<file path="src/design/assert_macros.svh">
// Assertion shorthands shared by the filter's modules.
`ifndef ASSERT_MACROS_SVH
`define ASSERT_MACROS_SVH

// The property must hold at every rising clock edge outside reset.
`define CSF_ASSERT(lbl, clk, rst, prop) \
   lbl: assert property (@(posedge clk) disable iff (rst) (prop)) \
      else $error("assertion failed");

// The expression must never be true at a rising clock edge outside reset.
`define CSF_ASSERT_NEVER(lbl, clk, rst, expr) \
   lbl: assert property (@(posedge clk) disable iff (rst) !(expr)) \
      else $error("forbidden condition seen");

`endif

</file>
<file path="src/design/csf_pkg.sv">
package csf_pkg;

   localparam logic [1:0] CLS_INVALID = 2'd0;
   localparam logic [1:0] CLS_IMAGE   = 2'd1;
   localparam logic [1:0] CLS_ANIM    = 2'd2;
   localparam logic [1:0] CLS_META    = 2'd3;

   localparam logic [1:0] STATUS_OK      = 2'd0;
   localparam logic [1:0] STATUS_FULL    = 2'd1;
   localparam logic [1:0] STATUS_NOXFORM = 2'd2;
   localparam logic [1:0] STATUS_INVALID = 2'd3;

   localparam logic [1:0] CSR_STRIP_EVERYTHING   = 2'd0;
   localparam logic [1:0] CSR_STRIP_ANIMATION    = 2'd1;
   localparam logic [1:0] CSR_PROTECT_EVERYTHING = 2'd2;

   localparam logic [31:0] TAG_TRNS = 32'h74524E53;
   localparam logic [31:0] TAG_ACTL = 32'h6163544C;
   localparam logic [31:0] TAG_FCTL = 32'h6663544C;
   localparam logic [31:0] TAG_FDAT = 32'h66644154;

   typedef struct packed {
      logic [1:0]  func;
      logic [31:0] tag;
   } req_type;

   typedef struct packed {
      logic       strip_it;
      logic [1:0] status;
   } rsp_type;

   typedef struct packed {
      logic strip_everything;
      logic strip_animation;
      logic protect_everything;
   } cfg_type;

   // One classified item waiting for the set lookup.
   typedef struct packed {
      logic        query;
      logic        to_protect;
      logic [31:0] tag;
      logic [1:0]  cls;
   } entry_type;

   function automatic logic [1:0] classify(input logic [31:0] tag);
      logic       letters;
      logic [7:0] b;
      logic [7:0] first;
      letters = 1'b1;
      for (int k = 0; k < 4; k++) begin
         b = tag[8*k +: 8];
         if (!(b inside {[8'h41:8'h5A], [8'h61:8'h7A]})) begin
            letters = 1'b0;
         end
      end
      first = tag[31:24];
      if (!letters) begin
         return CLS_INVALID;
      end else if ((first inside {[8'h41:8'h5A]}) || tag == TAG_TRNS) begin
         return CLS_IMAGE;
      end else if (tag == TAG_ACTL || tag == TAG_FCTL || tag == TAG_FDAT) begin
         return CLS_ANIM;
      end else begin
         return CLS_META;
      end
   endfunction

endpackage

</file>
<file path="src/design/csf_ram.sv">
module csf_ram
   #(parameter int WIDTH = 32,
     parameter int DEPTH = 32,
     localparam int AW = (DEPTH > 1) ? $clog2(DEPTH) : 1)
   (
   input  logic             clock,
   input  logic             we,
   input  logic [AW-1:0]    waddr,
   input  logic [WIDTH-1:0] wdata,
   input  logic [AW-1:0]    raddr,
   output logic [WIDTH-1:0] rdata
   );

   logic [WIDTH-1:0] mem_ff [DEPTH];
   logic [WIDTH-1:0] rdata_ff;

   always_ff @(posedge clock) begin
      if (we) begin
         mem_ff[waddr] <= wdata;
      end
      rdata_ff <= mem_ff[raddr];
   end

   assign rdata = rdata_ff;

endmodule

</file>
<file path="src/design/csf_front.sv">
module csf_front
   import csf_pkg::*;
   (
   input  logic      start,
   input  req_type   req_data,
   input  logic      q_full,
   output logic      busy,
   output logic      push,
   output entry_type push_entry
   );

   assign busy = q_full;
   assign push = start && !q_full;

   // Bit 1 of func selects a query, so the unused code also queries.
   always_comb begin
      push_entry.query      = req_data.func[1];
      push_entry.to_protect = req_data.func[0];
      push_entry.tag        = req_data.tag;
      push_entry.cls        = classify(req_data.tag);
   end

endmodule

</file>
<file path="src/design/csf_queue.sv">
`include "assert_macros.svh"

module csf_queue
   import csf_pkg::*;
   (
   input  logic      clock,
   input  logic      reset,
   input  logic      push,
   input  entry_type push_entry,
   input  logic      pop,
   output entry_type head,
   output logic      full,
   output logic      empty
   );

   entry_type  slot_ff [2];
   logic       wr_ptr_ff;
   logic       wr_ptr_in;
   logic       rd_ptr_ff;
   logic       rd_ptr_in;
   logic [1:0] count_ff;
   logic [1:0] count_in;

   assign full  = (count_ff == 2'd2);
   assign empty = (count_ff == 2'd0);
   assign head  = slot_ff[rd_ptr_ff];

   always_comb begin
      wr_ptr_in = push ? !wr_ptr_ff : wr_ptr_ff;
      rd_ptr_in = pop ? !rd_ptr_ff : rd_ptr_ff;
      count_in  = count_ff;
      if (push && !pop) begin
         count_in = count_ff + 2'd1;
      end else if (pop && !push) begin
         count_in = count_ff - 2'd1;
      end
   end

   always_ff @(posedge clock) begin
      if (push) begin
         slot_ff[wr_ptr_ff] <= push_entry;
      end
   end

   always_ff @(posedge clock) begin
      if (reset) begin
         wr_ptr_ff <= 1'b0;
         rd_ptr_ff <= 1'b0;
         count_ff  <= 2'd0;
      end else begin
         wr_ptr_ff <= wr_ptr_in;
         rd_ptr_ff <= rd_ptr_in;
         count_ff  <= count_in;
      end
   end

   `CSF_ASSERT_NEVER(a_no_push_when_full, clock, reset, push && full)
   `CSF_ASSERT_NEVER(a_no_pop_when_empty, clock, reset, pop && empty)

endmodule

</file>
<file path="src/design/csf_back.sv">
`include "assert_macros.svh"

module csf_back
   import csf_pkg::*;
   #(parameter int SET_DEPTH = 32,
     localparam int AW = (SET_DEPTH > 1) ? $clog2(SET_DEPTH) : 1,
     localparam int CW = $clog2(SET_DEPTH + 1))
   (
   input  logic      clock,
   input  logic      reset,
   input  cfg_type   cfg,
   input  logic      q_empty,
   input  entry_type q_head,
   output logic      pop,
   output logic      rsp_strobe,
   output rsp_type   rsp_data
   );

   localparam logic [1:0] ST_IDLE = 2'd0;
   localparam logic [1:0] ST_SCAN = 2'd1;
   localparam logic [1:0] ST_DONE = 2'd2;
   localparam logic [CW-1:0] DEPTH_CNT = CW'(SET_DEPTH);

   logic [1:0]    state_ff, state_in;
   entry_type     item_ff, item_in;
   logic [CW-1:0] cnt_ff, cnt_in;
   logic [CW-1:0] rd_idx_ff, rd_idx_in;
   logic          rd_valid_ff, rd_valid_in;
   logic          hit_s_ff, hit_s_in;
   logic          hit_p_ff, hit_p_in;
   logic [CW-1:0] su_ff, su_in;
   logic [CW-1:0] pu_ff, pu_in;
   logic          meta_ff, meta_in;
   logic          rsp_strobe_ff, rsp_strobe_in;
   rsp_type       rsp_ff, rsp_in;

   logic [CW-1:0] limit;
   logic          hit_s_now;
   logic          hit_p_now;
   logic          hit_sel;
   logic [CW-1:0] used_sel;
   logic          s_we;
   logic          p_we;
   logic [31:0]   s_rdata;
   logic [31:0]   p_rdata;

   csf_ram #(.WIDTH(32), .DEPTH(SET_DEPTH)) u_strip_ram (
      .clock (clock),
      .we    (s_we),
      .waddr (su_ff[AW-1:0]),
      .wdata (item_ff.tag),
      .raddr (cnt_ff[AW-1:0]),
      .rdata (s_rdata)
   );

   csf_ram #(.WIDTH(32), .DEPTH(SET_DEPTH)) u_protect_ram (
      .clock (clock),
      .we    (p_we),
      .waddr (pu_ff[AW-1:0]),
      .wdata (item_ff.tag),
      .raddr (cnt_ff[AW-1:0]),
      .rdata (p_rdata)
   );

   // Both sets are scanned together, one entry a cycle, as far as the longer one.
   assign limit = (su_ff > pu_ff) ? su_ff : pu_ff;

   // Read data arrives in the cycle after its address; entries past a set's count
   // are stale and must not match.
   assign hit_s_now = hit_s_ff ||
                      (rd_valid_ff && rd_idx_ff < su_ff && s_rdata == item_ff.tag);
   assign hit_p_now = hit_p_ff ||
                      (rd_valid_ff && rd_idx_ff < pu_ff && p_rdata == item_ff.tag);
   assign hit_sel   = item_ff.to_protect ? hit_p_now : hit_s_now;
   assign used_sel  = item_ff.to_protect ? pu_ff : su_ff;

   always_comb begin
      state_in      = state_ff;
      item_in       = item_ff;
      cnt_in        = cnt_ff;
      rd_idx_in     = rd_idx_ff;
      rd_valid_in   = 1'b0;
      hit_s_in      = hit_s_ff;
      hit_p_in      = hit_p_ff;
      su_in         = su_ff;
      pu_in         = pu_ff;
      meta_in       = meta_ff;
      rsp_strobe_in = 1'b0;
      rsp_in        = rsp_ff;
      pop           = 1'b0;
      s_we          = 1'b0;
      p_we          = 1'b0;
      case (state_ff)
         ST_IDLE: begin
            if (!q_empty) begin
               pop      = 1'b1;
               item_in  = q_head;
               cnt_in   = '0;
               hit_s_in = 1'b0;
               hit_p_in = 1'b0;
               state_in = ST_SCAN;
            end
         end
         ST_SCAN: begin
            hit_s_in = hit_s_now;
            hit_p_in = hit_p_now;
            if (cnt_ff < limit) begin
               rd_valid_in = 1'b1;
               rd_idx_in   = cnt_ff;
               cnt_in      = cnt_ff + CW'(1);
            end else begin
               state_in = ST_DONE;
            end
         end
         ST_DONE: begin
            rsp_strobe_in   = 1'b1;
            rsp_in.strip_it = 1'b0;
            rsp_in.status   = STATUS_OK;
            if (item_ff.cls == CLS_INVALID) begin
               rsp_in.status = STATUS_INVALID;
            end else if (item_ff.query) begin
               case (item_ff.cls)
                  CLS_ANIM: rsp_in.strip_it = cfg.strip_animation;
                  CLS_META: rsp_in.strip_it = (cfg.strip_everything || meta_ff)
                                              && !cfg.protect_everything
                                              && (cfg.strip_everything || hit_s_now)
                                              && !hit_p_now;
                  default:  rsp_in.strip_it = 1'b0;
               endcase
            end else begin
               // A metadata tag named for stripping arms the flag even when
               // the set is full or already holds it.
               if (!item_ff.to_protect && item_ff.cls == CLS_META) begin
                  meta_in = 1'b1;
               end
               rsp_in.status = (item_ff.cls == CLS_META) ? STATUS_OK : STATUS_NOXFORM;
               if (!hit_sel) begin
                  if (used_sel == DEPTH_CNT) begin
                     rsp_in.status = STATUS_FULL;
                  end else if (item_ff.to_protect) begin
                     p_we  = 1'b1;
                     pu_in = pu_ff + CW'(1);
                  end else begin
                     s_we  = 1'b1;
                     su_in = su_ff + CW'(1);
                  end
               end
            end
            state_in = ST_IDLE;
         end
         default: begin
            state_in = ST_IDLE;
         end
      endcase
   end

   always_ff @(posedge clock) begin
      item_ff   <= item_in;
      cnt_ff    <= cnt_in;
      rd_idx_ff <= rd_idx_in;
      hit_s_ff  <= hit_s_in;
      hit_p_ff  <= hit_p_in;
      rsp_ff    <= rsp_in;
   end

   always_ff @(posedge clock) begin
      if (reset) begin
         state_ff      <= ST_IDLE;
         rd_valid_ff   <= 1'b0;
         su_ff         <= '0;
         pu_ff         <= '0;
         meta_ff       <= 1'b0;
         rsp_strobe_ff <= 1'b0;
      end else begin
         state_ff      <= state_in;
         rd_valid_ff   <= rd_valid_in;
         su_ff         <= su_in;
         pu_ff         <= pu_in;
         meta_ff       <= meta_in;
         rsp_strobe_ff <= rsp_strobe_in;
      end
   end

   assign rsp_strobe = rsp_strobe_ff;
   assign rsp_data   = rsp_ff;

   `CSF_ASSERT(a_counts_in_range, clock, reset, su_ff <= DEPTH_CNT && pu_ff <= DEPTH_CNT)
   `CSF_ASSERT(a_strobe_single, clock, reset, rsp_strobe_ff |=> !rsp_strobe_ff)
   `CSF_ASSERT(a_full_only_when_full, clock, reset,
      (rsp_strobe_ff && rsp_ff.status == STATUS_FULL) |-> (used_sel == DEPTH_CNT))

endmodule

</file>
<file path="src/design/chunk_strip_filter_unit.sv">
// Chunk tag strip/protect filter. An item is taken when start is high and busy
// is low; its result appears on rsp_data for exactly one cycle with rsp_strobe,
// and the receiver cannot stall it. The lookup unit takes one item at a time:
// it pops the item from the queue, scans both tag sets, which sit in RAMs with
// one read port each, together one entry per cycle as far as the longer set,
// and then forms the result. A two-entry queue after the classifier lets
// two more items be taken while one is being looked up; busy is high while it
// is full. Configuration registers are written through the csr port, which is
// always ready, and should only be changed while no item is in flight.
module chunk_strip_filter_unit
   import csf_pkg::*;
   #(parameter int SET_DEPTH = 32)
   (
   input  logic       clock,
   input  logic       reset,
   input  logic       start,
   output logic       busy,
   input  req_type    req_data,
   output logic       rsp_strobe,
   output rsp_type    rsp_data,
   input  logic       csr_valid,
   output logic       csr_ready,
   input  logic [1:0] csr_index,
   input  logic       csr_wdata
   );

   cfg_type   cfg_ff;
   cfg_type   cfg_in;
   logic      q_full;
   logic      q_empty;
   logic      push;
   logic      pop;
   entry_type push_entry;
   entry_type q_head;

   assign csr_ready = 1'b1;

   always_comb begin
      cfg_in = cfg_ff;
      if (csr_valid && csr_ready) begin
         case (csr_index)
            CSR_STRIP_EVERYTHING:   cfg_in.strip_everything   = csr_wdata;
            CSR_STRIP_ANIMATION:    cfg_in.strip_animation    = csr_wdata;
            CSR_PROTECT_EVERYTHING: cfg_in.protect_everything = csr_wdata;
            default: ;
         endcase
      end
   end

   always_ff @(posedge clock) begin
      if (reset) begin
         cfg_ff <= '0;
      end else begin
         cfg_ff <= cfg_in;
      end
   end

   csf_front u_front (
      .start      (start),
      .req_data   (req_data),
      .q_full     (q_full),
      .busy       (busy),
      .push       (push),
      .push_entry (push_entry)
   );

   csf_queue u_queue (
      .clock      (clock),
      .reset      (reset),
      .push       (push),
      .push_entry (push_entry),
      .pop        (pop),
      .head       (q_head),
      .full       (q_full),
      .empty      (q_empty)
   );

   csf_back #(.SET_DEPTH(SET_DEPTH)) u_back (
      .clock      (clock),
      .reset      (reset),
      .cfg        (cfg_ff),
      .q_empty    (q_empty),
      .q_head     (q_head),
      .pop        (pop),
      .rsp_strobe (rsp_strobe),
      .rsp_data   (rsp_data)
   );

endmodule

</file>
<file path="config.mk">
export PLATFORM = sky130hd
export DESIGN_NAME = chunk_strip_filter_unit
export DESIGN_NICKNAME = d
export VERILOG_FILES = /design/src/design/csf_pkg.sv /design/src/design/csf_ram.sv /design/src/design/csf_front.sv /design/src/design/csf_queue.sv /design/src/design/csf_back.sv /design/src/design/chunk_strip_filter_unit.sv
export VERILOG_INCLUDE_DIRS = /design/src /design/src/design
export SDC_FILE = /design/constraint.sdc
export NUM_CORES = 2
export LEC_CHECK = 0
export CORE_MARGIN = 1
export CORE_UTILIZATION = 45
export DETAILED_ROUTE_END_ITERATION = 8
export DONT_BUFFER_PORTS = 1
export HOLD_SLACK_MARGIN = 0.02
export MAX_ROUTING_LAYER = met4
export PLACE_DENSITY_LB_ADDON = 0.1
export SYNTH_ARGS = -nofsm -noshare
export SYNTH_HDL_FRONTEND = slang
export SYNTH_SLANG_ARGS = --single-unit
</file>
<file path="constraint.sdc">
create_clock -name clock -period 7.91 [get_ports clock]
set_input_delay 1.1865 -clock clock [delete_from_list [all_inputs] [get_ports clock]]
set_output_delay 1.1865 -clock clock [all_outputs]
set_load 0.01 [all_outputs]
</file>
==> results.md <==
* # rows at 160
* Worst Path Arrival at 5130 ps
* Initial antenna violation count at 6
* CP most frequent cell: buf_4
* DR pass1 iterations at 6
* Worst EP required at 8390 ps
* Cell Chain, Critical Path: buf_4 -> xnor2_1 -> nand4_1 -> nor4_1 -> a31oi_1 -> nand3_1 -> nor2_4 -> buf_4
* CP peak stage delay at 1030 ps
* Vias per cell at 6.00
* Synth area leaders: edfxtp_1, mux4_2, dfxtp_1
* Setup Viol. Count Final at 0
* Proportion of layout cells with a drive suffix above 1 at 30.8%
* Antenna Nets Post-Route at 0
* Setup bufs post-CTS at 0
* Outcome: complete, no violations
* Clk pin slew, worst setup/hold paths at 60 ps
* H-Tree Depth at 4
* Core Region at 0.190 mm²
* DP Area at 0.0898 mm²
* Pwr Density at 372 mW/mm²
* Vias at 38900
* Area grow syn2layout at 12.3%
* Gpl congestion at 0.889
* P_leak at 29.8 nW
* Largest net degree at the start of global routing at 134
* PostCTS Resize Cnt at 0
* Yosys reg bits at 2261
* Max Fclk at 215 MHz
* Least-Margin Pin Slew at 1210 ps
* TritonCTS Buffers at 223
* I/O Buffers at 0
* Min Tclk post-route at 4640 ps
* CTS tree: built
* Count leader, synth: edfxtp_1
* Syn nets at 3709
* Hold-fix buffers, CTS at 0
* RSZ-0062 raised after global routing: no
* Layout Skew at 31.5 ps
* Yosys top cell by area: edfxtp_1
* # clock sinks at 2261
* Max_slew headroom at 19.1%
* Clk buf depth at 3
* Max Slew Vio Count at 0
* CP Max Fanout at 33
* Setup total negative slack at 0 ps
* Worst Hold Class: in -> reg
* Nets@finish at 3852
* Total grt overflow at 0
* Critical path launch point type: register
* Slowest-stage cell, CP: edfxtp_1
* Yosys top cell area share at 75.5%
* Yosys cell types at 59
* Syn_area_per_cell at 23.8 µm²
* Most frequent cells after synthesis: edfxtp_1, mux4_2, clkbuf_1
* Final Cell Area at 0.0970 mm²
* Die W at 440 µm
* Synthesized instance count at 3637
* Layout fillers at 14700
* Die footprint at 0.194 mm²
* Starting density of the core at 45.4%
* Root Buffer: clkbuf_16
* First-pass GRT wire length at 304 mm
* Final hold vios at 0
* Die Span Y at 440 µm
* # DRC at 0
* Worst setup margin at 3270 ps
* Tot GR Track Use at 23.1%
* DR iter-0 viols at 3942
* Post-synth EDFFs at 2173
* DR WL/cell at 33.2 µm
* CP Capture Type: register
* Vias in the first global route at 40300
* Clock Latency Late Sink at 870 ps
* Tcrit/Tclk final at 58.7%
* Main synth FF type: edfxtp_1
* Synthesized cell area at 0.0864 mm²
* Synth warn at 0
* Num ports at 47
* Crit path kind: reg -> reg
* Async SR Flop Fraction at 0%
* Max cap viols at 0
* Maximum vdd drop at 0.363 mV
* Post-synthesis sequential area ratio at 77.6%
* DP HPWL at 116 mm
* Routed WL at 215 mm
* Place WS at 2860 ps
==> worst max-delay path: cells and delay by family (launching register included) <==
kind	cells	cell delay, ps
AND/OR/NAND/NOR	4	1540
buffers and inverters	2	1040
flip-flops	1	1030
AO/OA/AOI/OAI	1	430
XOR/XNOR	1	190
==> logic make-up (layout without fill, tap and decap cells) <==
logic type      count (synthesis)  count (layout)  share of synthesized area (%)
flops                        2261            2261                           77.6
mux                           750             750                           18.1
simple gates                  258             258                           1.63
buf+inv                       191             528                          0.950
compound gates                 73              73                          0.559
xor+xnor                       72              72                          0.730
fa+ha+maj                      31              31                          0.449
other cells                     1               3                        0.00434
==> sequential cells by signal, summed over array words and instances (netlist names), 2 cells and up <==
register                     count
cfg_ff                           3
u_back.cnt_ff                    6
u_back.item_ff                  36
u_back.pu_ff                     6
u_back.rd_idx_ff                 6
u_back.rsp_data                  3
u_back.state_ff                  2
u_back.su_ff                     6
u_back.u_protect_ram.mem_ff   1024
u_back.u_protect_ram.rdata      32
u_back.u_strip_ram.mem_ff     1024
u_back.u_strip_ram.rdata        32
u_queue.count_ff                 2
u_queue.slot_ff                 72
==> area by class of cell <==
class	count	area, µm²	share of cell area, %
tap	2511	3140	3.24
inverter	21	78.8	0.0812
sequential	2261	67000	69.1
timing repair buffer	88	790	0.814
multi-input combinational	1185	18800	19.4
clock buffer	302	6160	6.35
clock inverter	117	1070	1.10
antenna	2	5.00	0.00516
==> worst paths after layout <==
| path | start | endpoint | slack, ps | cells after the start |
|---|---|---|---|---|
| hold reg to reg | u_queue.count_ff[1]$_SDFFE_PP0P_ | u_queue.count_ff[1]$_SDFFE_PP0P_ | 540 | 2 |
| hold / removal | reset | cfg_ff[2]$_SDFFE_PP0P_ | 390 | 1 |
| setup reg to reg | u_back.item_ff[24]$_DFFE_PP_ | u_back.u_strip_ram.mem_ff[23][23]$_DFFE_PP_ | 3270 | 8 |
| setup / recovery | u_back.item_ff[24]$_DFFE_PP_ | u_back.u_strip_ram.mem_ff[23][23]$_DFFE_PP_ | 3270 | 8 |
==> where the power goes <==
| group | total [W] | switching [W] | leakage (nW) | internal (W) |
|---|---|---|---|---|
| registers | 0.0156 | 0.000399 | 20.3 | 0.0152 |
| clock network | 0.0105 | 0.00445 | 3.55 | 0.00600 |
| logic | 0.0100 | 0.00592 | 5.93 | 0.00412 |
==> per-layer routing <==
metal  global-route usage, %  up-vias  wire, µm
li1                        -    15900         -
met5                       -        -         0
met3                    3.10      332     10700
met4                    6.92        0      6310
met1                    30.9    21400     89700
met2                    37.3     1249    109000
==> through the flow <==
step	hold slack (ps)	total power [W]	std cells	util, %
floorplan	437	0.0223	3637	-
global placement	505	0.0259	6065	47.2
detailed placement	521	0.0261	6065	47.2
CTS	323	0.0365	6484	51.0
global route	335	0.0374	6486	51.0
finish	387	0.0361	6487	51.0
==> cell usage in the layout (no fill, tap or decap), types with 7 or more instances in the layout <==
master,instances
edfxtp_1,2173
mux4_2,639
clkbuf_16,227
mux2_2,100
dfxtp_1,87
buf_4,77
xnor2_1,66
clkbuf_1,55
nor2_1,48
clkinv_2,42
clkinv_1,41
and3_2,35
nand4_1,32
ha_1,31
nand3_1,26
nor3_1,22
clkbuf_8,20
a21oi_1,19
nand2_1,18
bufinv_16,17
inv_1,16
and3_4,12
a21o_1,10
buf_12,10
nor4_1,9
o21ai_1,7
or4_1,7
Note: power is estimated with default switching activity, not from simulation.
